$ cat src/hw/rtl/sat_pkg.sv
// Shared types, codes and defaults for the scope aware tokenizer.
package sat_pkg;

   localparam int DEFAULT_MAX_DELIMS      = 8;
   localparam int DEFAULT_MAX_SCOPE_CHARS = 4;
   localparam int DEFAULT_DEPTH_BITS      = 8;

   localparam int DELIM_SET_BITS = 64;
   localparam int SCOPE_SET_BITS = 32;
   localparam int CSR_INDEX_BITS = 2;

   localparam logic [DELIM_SET_BITS-1:0] DELIM_SET_RESET = 64'd32;

   typedef enum logic [CSR_INDEX_BITS-1:0] {
      CSR_DELIMITER_SET   = 2'd0,
      CSR_OPEN_SCOPE_SET  = 2'd1,
      CSR_CLOSE_SCOPE_SET = 2'd2
   } csr_index_type;

   typedef enum logic [1:0] {
      KIND_SKIP  = 2'd0,
      KIND_TOKEN = 2'd1,
      KIND_END   = 2'd2
   } kind_type;

   typedef enum logic [1:0] {
      STATUS_NONE  = 2'd0,
      STATUS_CLEAN = 2'd1,
      STATUS_ERROR = 2'd2
   } status_type;

   typedef struct packed {
      logic is_delim;
      logic is_open;
      logic is_close;
   } match_type;

endpackage

$ cat src/hw/rtl/sat_match.sv
// Character set lookup: compares one byte against the packed slots of a set.
module sat_match #(
   parameter int SLOTS    = 8,
   parameter int SET_BITS = 64
) (
   input  logic [SET_BITS-1:0] set_bits,
   input  logic [7:0]          byte_in,
   output logic                hit
);
   import sat_pkg::*;

   localparam int USED = (SLOTS < SET_BITS / 8) ? SLOTS : SET_BITS / 8;

   always_comb begin
      hit = 1'b0;
      for (int i = 0; i < USED; i++) begin
         if (set_bits[8*i +: 8] != 8'd0 && set_bits[8*i +: 8] == byte_in) begin
            hit = 1'b1;
         end
      end
   end

endmodule

$ cat src/hw/rtl/sat_step.sv
// Per-item classification and next string state (phase, depth, error).
module sat_step #(
   parameter int DEPTH_BITS = 8
) (
   input  sat_pkg::match_type     match,
   input  logic                   last_byte,
   input  logic                   in_token,
   input  logic [DEPTH_BITS-1:0]  nest_depth,
   input  logic                   error_latched,
   output sat_pkg::kind_type      kind,
   output sat_pkg::status_type    status,
   output logic                   error_now,
   output logic                   in_token_next,
   output logic [DEPTH_BITS-1:0]  nest_depth_next,
   output logic                   error_next
);
   import sat_pkg::*;

   localparam logic [DEPTH_BITS-1:0] DEPTH_MAX = {DEPTH_BITS{1'b1}};

   always_comb begin
      logic                  tok;
      logic [DEPTH_BITS-1:0] dep;
      logic                  err;
      logic                  ends;
      tok       = in_token;
      dep       = nest_depth;
      err       = error_latched;
      ends      = 1'b0;
      kind      = KIND_SKIP;
      error_now = 1'b0;

      if (!error_latched) begin
         if (!tok && !match.is_delim && dep == '0) begin
            tok = 1'b1;
         end
         if (tok && match.is_delim && dep == '0) begin
            ends = 1'b1;
         end else if (match.is_open) begin
            if (dep != DEPTH_MAX) begin
               dep = dep + DEPTH_BITS'(1);
            end
         end else if (match.is_close) begin
            if (dep == '0) begin
               error_now = 1'b1;
               err       = 1'b1;
            end else begin
               dep = dep - DEPTH_BITS'(1);
            end
         end
         if (error_now) begin
            kind = KIND_SKIP;
         end else if (ends) begin
            kind = KIND_END;
            tok  = 1'b0;
         end else begin
            kind = tok ? KIND_TOKEN : KIND_SKIP;
         end
      end

      status = STATUS_NONE;
      if (last_byte) begin
         status = (err || (!tok && dep != '0)) ? STATUS_ERROR : STATUS_CLEAN;
         tok    = 1'b0;
         dep    = '0;
         err    = 1'b0;
      end

      in_token_next   = tok;
      nest_depth_next = dep;
      error_next      = err;
   end

endmodule

$ cat src/hw/rtl/scope_aware_tokenizer_top.sv
// Top level of the scope aware tokenizer: registers, set lookup and result stage.
//
// One byte item is accepted every cycle while req_ready is high. Each item sits in the
// input register and its result is then presented from the result register. The rate
// is set by the per-byte update of the token phase and nesting depth, which is done
// combinationally between the input register and the result register. A stalled
// result stage holds the input register; new items are still taken while the result
// register can drain.
// The user must write character sets through the csr_ port while no item is in flight;
// the block itself does not enforce this.
module scope_aware_tokenizer_top #(
   parameter int MAX_DELIMS      = sat_pkg::DEFAULT_MAX_DELIMS,
   parameter int MAX_SCOPE_CHARS = sat_pkg::DEFAULT_MAX_SCOPE_CHARS,
   parameter int DEPTH_BITS      = sat_pkg::DEFAULT_DEPTH_BITS
) (
   input  logic                                clock,
   input  logic                                reset,
   input  logic                                csr_write_enable,
   input  logic [sat_pkg::CSR_INDEX_BITS-1:0]  csr_index,
   input  logic [sat_pkg::DELIM_SET_BITS-1:0]  csr_write_data,
   input  logic                                req_valid,
   output logic                                req_ready,
   input  logic [7:0]                          req_byte_in,
   input  logic                                req_last_byte,
   output logic                                rsp_valid,
   input  logic                                rsp_ready,
   output logic [7:0]                          rsp_byte_out,
   output logic [1:0]                          rsp_byte_kind,
   output logic [1:0]                          rsp_end_status,
   output logic                                rsp_error_now
);
   import sat_pkg::*;

   logic [DELIM_SET_BITS-1:0] delim_set_ff;
   logic [SCOPE_SET_BITS-1:0] open_set_ff;
   logic [SCOPE_SET_BITS-1:0] close_set_ff;

   logic       s1_valid_ff;
   logic [7:0] s1_byte_ff;
   logic       s1_last_ff;

   logic                  in_token_ff;
   logic [DEPTH_BITS-1:0] nest_depth_ff;
   logic                  error_latched_ff;

   logic                  in_token_in;
   logic [DEPTH_BITS-1:0] nest_depth_in;
   logic                  error_latched_in;

   logic       rsp_valid_ff;
   logic [7:0] rsp_byte_out_ff;
   kind_type   rsp_kind_ff;
   status_type rsp_status_ff;
   logic       rsp_error_now_ff;

   match_type  match;
   kind_type   kind;
   status_type status;
   logic       error_now;
   logic       s2_free;
   logic       advance;

   assign s2_free   = !rsp_valid_ff || rsp_ready;
   assign advance   = s1_valid_ff && s2_free;
   assign req_ready = !s1_valid_ff || s2_free;

   sat_match #(.SLOTS(MAX_DELIMS), .SET_BITS(DELIM_SET_BITS)) u_delim (
      .set_bits (delim_set_ff),
      .byte_in  (s1_byte_ff),
      .hit      (match.is_delim)
   );

   sat_match #(.SLOTS(MAX_SCOPE_CHARS), .SET_BITS(SCOPE_SET_BITS)) u_open (
      .set_bits (open_set_ff),
      .byte_in  (s1_byte_ff),
      .hit      (match.is_open)
   );

   sat_match #(.SLOTS(MAX_SCOPE_CHARS), .SET_BITS(SCOPE_SET_BITS)) u_close (
      .set_bits (close_set_ff),
      .byte_in  (s1_byte_ff),
      .hit      (match.is_close)
   );

   sat_step #(.DEPTH_BITS(DEPTH_BITS)) u_step (
      .match           (match),
      .last_byte       (s1_last_ff),
      .in_token        (in_token_ff),
      .nest_depth      (nest_depth_ff),
      .error_latched   (error_latched_ff),
      .kind            (kind),
      .status          (status),
      .error_now       (error_now),
      .in_token_next   (in_token_in),
      .nest_depth_next (nest_depth_in),
      .error_next      (error_latched_in)
   );

   always_ff @(posedge clock) begin
      if (reset) begin
         delim_set_ff <= DELIM_SET_RESET;
         open_set_ff  <= '0;
         close_set_ff <= '0;
      end else if (csr_write_enable) begin
         case (csr_index)
            CSR_DELIMITER_SET:   delim_set_ff <= csr_write_data;
            CSR_OPEN_SCOPE_SET:  open_set_ff  <= csr_write_data[SCOPE_SET_BITS-1:0];
            CSR_CLOSE_SCOPE_SET: close_set_ff <= csr_write_data[SCOPE_SET_BITS-1:0];
            default: ;
         endcase
      end
   end

   always_ff @(posedge clock) begin
      if (reset) begin
         s1_valid_ff      <= 1'b0;
         rsp_valid_ff     <= 1'b0;
         in_token_ff      <= 1'b0;
         nest_depth_ff    <= '0;
         error_latched_ff <= 1'b0;
      end else begin
         if (req_ready) begin
            s1_valid_ff <= req_valid;
         end
         if (s2_free) begin
            rsp_valid_ff <= s1_valid_ff;
         end
         if (advance) begin
            in_token_ff      <= in_token_in;
            nest_depth_ff    <= nest_depth_in;
            error_latched_ff <= error_latched_in;
         end
      end
   end

   always_ff @(posedge clock) begin
      if (req_valid && req_ready) begin
         s1_byte_ff <= req_byte_in;
         s1_last_ff <= req_last_byte;
      end
      if (advance) begin
         rsp_byte_out_ff  <= s1_byte_ff;
         rsp_kind_ff      <= kind;
         rsp_status_ff    <= status;
         rsp_error_now_ff <= error_now;
      end
   end

   assign rsp_valid      = rsp_valid_ff;
   assign rsp_byte_out   = rsp_byte_out_ff;
   assign rsp_byte_kind  = rsp_kind_ff;
   assign rsp_end_status = rsp_status_ff;
   assign rsp_error_now  = rsp_error_now_ff;

   // unmatched close is never reported as part of a token
   a_error_is_skip: assert property (@(posedge clock) disable iff (reset)
      rsp_valid && rsp_error_now |-> rsp_byte_kind == KIND_SKIP)
      else $error("unmatched close item not marked skipped");

   // string state returns to idle after the last byte
   a_clear_after_last: assert property (@(posedge clock) disable iff (reset)
      advance && s1_last_ff |=> !in_token_ff && nest_depth_ff == '0 && !error_latched_ff)
      else $error("string state not cleared after last item");

   // once latched, an error freezes the depth until the string ends
   a_error_freezes: assert property (@(posedge clock) disable iff (reset)
      advance && error_latched_ff && !s1_last_ff |=> error_latched_ff && $stable(nest_depth_ff))
      else $error("state changed after error");

   // the last byte always carries an end status
   a_status_on_last: assert property (@(posedge clock) disable iff (reset)
      advance && s1_last_ff |=> rsp_valid && rsp_end_status != STATUS_NONE)
      else $error("last item without end status");

endmodule

$ cat config.mk
export PLATFORM = sky130hd
export DESIGN_NAME = scope_aware_tokenizer_top
export DESIGN_NICKNAME = d
export VERILOG_FILES = /design/src/hw/rtl/sat_pkg.sv /design/src/hw/rtl/sat_match.sv /design/src/hw/rtl/sat_step.sv /design/src/hw/rtl/scope_aware_tokenizer_top.sv
export SDC_FILE = /design/constraint.sdc
export NUM_CORES = 1
export LEC_CHECK = 0
export ABC_AREA = 1
export BUFFER_PORTS_ARGS = -buffer_cell sky130_fd_sc_hd__buf_2
export CAP_MARGIN = 30
export CORE_MARGIN = 1
export CORE_UTILIZATION = 60
export CTS_BUF_LIST = sky130_fd_sc_hd__clkbuf_8
export DETAILED_ROUTE_END_ITERATION = 16
export GPL_TIMING_DRIVEN = 0
export PLACE_DENSITY_LB_ADDON = 0.1
export SKIP_LAST_GASP = 1
export SLEW_MARGIN = 20
export SYNTH_ARGS = -nofsm -noshare
export SYNTH_HDL_FRONTEND = slang
export SYNTH_SLANG_ARGS = --single-unit
$ cat constraint.sdc
create_clock -name clock -period 3.9 [get_ports clock]
set_clock_uncertainty 0.15 [all_clocks]
set_input_delay 0.195 -clock clock [delete_from_list [all_inputs] [get_ports clock]]
set_output_delay 0.195 -clock clock [all_outputs]
set_load 0.02 [all_outputs]
==> flow_summary.toml <==
[outcome]
status = "finished, final reports clean"

[power]
vdd_drop_max_v = 0.000404
leakage_nw = 4.64
total_power_w = 0.00381
p_per_area_nw_per_um2 = 365

[placement]
dp_hpwl_mm = 17.7
numPortBuffers = 94
dp.cells = 1505
dpl_cell_area_sq_um = 9240
gp_congestion = 0.979

[worst_setup_path]
cp.required_ns = 4.16
cp-start-kind = "flop"
crit_arrival_ns = 3.12
critical_path.top_delay_family = "simple AND/OR/NAND/NOR gates"
reg2reg_slack_ns = 1.03
crit_slowest_cell = "dlygate4sd3_1"
path_common_cell = "nand2_1"
path_depth = 16
crit_buf_inv = 4
critPathMaxStageDelay_ns = 0.56
rr_startpoint = "s1_byte_ff[7]"
startpoint = "s1_byte_ff[7]"
regToRegEndpoint = "error_latched_ff"
rr_worst_depth = 16
path_class = "reg -> reg"
worstPathMaxFanout = 10
worstPathCellList = "buf_6 -> inv_2 -> buf_6 -> nand2_1 -> o21ai_1 -> nor2_1 -> nand2_1 -> nor2_1 -> nand2_1 -> nand2_2 -> nor2_4 -> nand4_1 -> nand2_1 -> nand3_1 -> a21oi_1 -> dlygate4sd3_1"
crit_path_end = "error_latched_ff"
crit_path_end_kind = "flop"

[yosys]
syn_area_sq_um = 8550
netlist_instances = 1231
yosysWarnings = 0
synth.net_count = 1314
ys_types = 38
synth_area_per_cell_sq_um = 6.94
synth_edf_count = 22
synthArstFlopShare_pct = 0
ys_ff_latch = 162
ys_seq_area_share_pct = 40.5
synth_top_flop_cell = "dfxtp_1"

[flow_run]
max-cap-violations = 0

[floorplanning]
core-area_sq_um = 13900
fp-row-count = 43
die_h_um = 121
start_util_pct = 61.6
ioPinCount = 95
die_w_um = 121
dieArea_sq_um = 14700

[route]
wl_per_cell_um = 16.1
drt_iter0_drc = 1035
avgViaCountPerCell = 5.43
routed-via-count = 8772
totalWireLength_mm = 25.9
drcViolationCount = 0
drtAntennaViolNets = 0
first_pass_iters = 6

[clock_network]
cts_tree = "done"
cts_buffers = 17
path_clk_slew_ns = 0.09
htreeDepth = 4
clockBufferDepth = 2
clk_latency_ns = 0.47
clkSinkCount = 162
root_buffer = "clkbuf_8"
cts_resized = 0

[global_route]
grt_pass1_wl_mm = 40.2
grt_antenna_before_repair = 0
grt_overflow = 0
grt_max_degree = 17
grt_pass1_vias = 8064
grtUsageTotal_pct = 36.2

[final_layout]
final_cell_area_sq_um = 10400
diodes = 0
layout_common_cells = "nor2_1 (287), nand2_1 (263), dfxtp_1 (140)"
drive_above_1_share_pct = 11.3
nets = 1504
syn_to_final_growth_pct = 22.1
mostFrequentLayoutCell = "nor2_1"
final_cells = 1614

[sta]
max-slew-margin-rel_pct = 51.8
fin_setup_tns_ns = 0
post-route-min-period_ns = 2.87
rsz0062_at_grt = "false"
worst_slew_pin_slew_ns = 0.721
final_hold_viol_count = 0
setup_viol = 0
period_share_pct = 73.5
max_freq_mhz = 349
slew_viol_final = 0

[hold_path]
hold_path_class = "in -> reg"
hold_path_depth = 4
## power by group
part | total, W | switching [W] | internal (W)
combinational | 0.000632 | 0.000363 | 0.000268
sequential | 0.00184 | 0.0000644 | 0.00177
clock | 0.00134 | 0.000681 | 0.000659
## worst register-to-register path: cells and delay by family, from the launching register on
family / cells / cell delay, ns
simple gates: 10 / 1.08
buf+inv: 4 / 0.96
flops: 1 / 0.41
compound gates: 2 / 0.21
## metrics by stage
stage	hold WS (ns)	util (%)	setup WS (ns)
after global routing	0.0925	75.2	0.854
final	0.0956	75.2	1.03
after global placement	0.222	66.6	1.22
after detailed placement	0.223	66.6	1.16
after floorplan	0.114	-	1.65
after CTS	0.0739	75.2	1.08
## kinds of logic after synthesis
| group | count (synthesis) | share of synthesized area (%) |
|---|---|---|
| and+or+nand+nor | 632 | 30.0 |
| DFF | 162 | 40.5 |
| buffers and inverters | 141 | 7.70 |
| AOI/OAI and AO/OA | 203 | 12.0 |
| xor gates and xnor gates | 90 | 9.31 |
| adders and majority gates | 3 | 0.439 |
## synthesized netlist by cell type, drive strengths merged (22+ instances only)
library cell  count  area [sq um]
nand3            44           230
clkbuf           41           154
xor2             29           262
edfxtp           22           661
inv              79           297
nand2           268          1020
xnor2            61           534
o21ai           138           691
a21oi            59           295
nor2            293          1130
dfxtp           140          2800
## state kept, by name, summed over array words and instances, names as in the netlist
register,cells
nest_depth_ff,8
s1_valid_ff,1
rsp_valid,1
close_set_ff,32
open_set_ff,32
s1_last_ff,1
in_token_ff,1
rsp_byte_kind,2
delim_set_ff,64
rsp_error_now,1
rsp_end_status,2
s1_byte_ff,8
rsp_byte_out,8
error_latched_ff,1
## repair_timing
action	4_1_cts	5_1_grt
hold buffers	77	0
buffers inserted	0	0
endpoints found under the hold margin	137	0
## routing by layer
layer | vias to the layer above | part of all wire, % | wire length [um] | global-route usage, %
li1 | 4290 | - | - | -
met1 | 4013 | 42 | 10900 | 45.9
met2 | 378 | 46 | 12000 | 58.5
met3 | 91 | 7.4 | 1920 | 6.72
met4 | 0 | 4.3 | 1110 | 18.4
met5 | - | 0 | 0 | 0
## final cells by class
| type | instances | area [sq um] |
|---|---|---|
| Multi-Input combinational cell | 928 | 4420 |
| Sequential cell | 162 | 3460 |
| Fill cell | 1128 | 3440 |
| Timing Repair Buffer | 171 | 1240 |
| Buffer | 59 | 350 |
| Inverter | 82 | 308 |
| Clock buffer | 18 | 248 |
| Tap cell | 180 | 225 |
| Clock inverter | 14 | 176 |
## worst min path at each step
stage                   start               end  slack [ns]
6_report         csr_index[0]   close_set_ff[7]         0.1
3_5_place_dp   req_byte_in[2]     s1_byte_ff[2]        0.22
4_1_cts          csr_index[0]   close_set_ff[8]        0.07
2_1_floorplan           reset  error_latched_ff        0.11
3_3_place_gp   req_byte_in[7]     s1_byte_ff[7]        0.22
5_1_grt          csr_index[0]   close_set_ff[8]        0.09
Power figures use the tool's default switching activity.
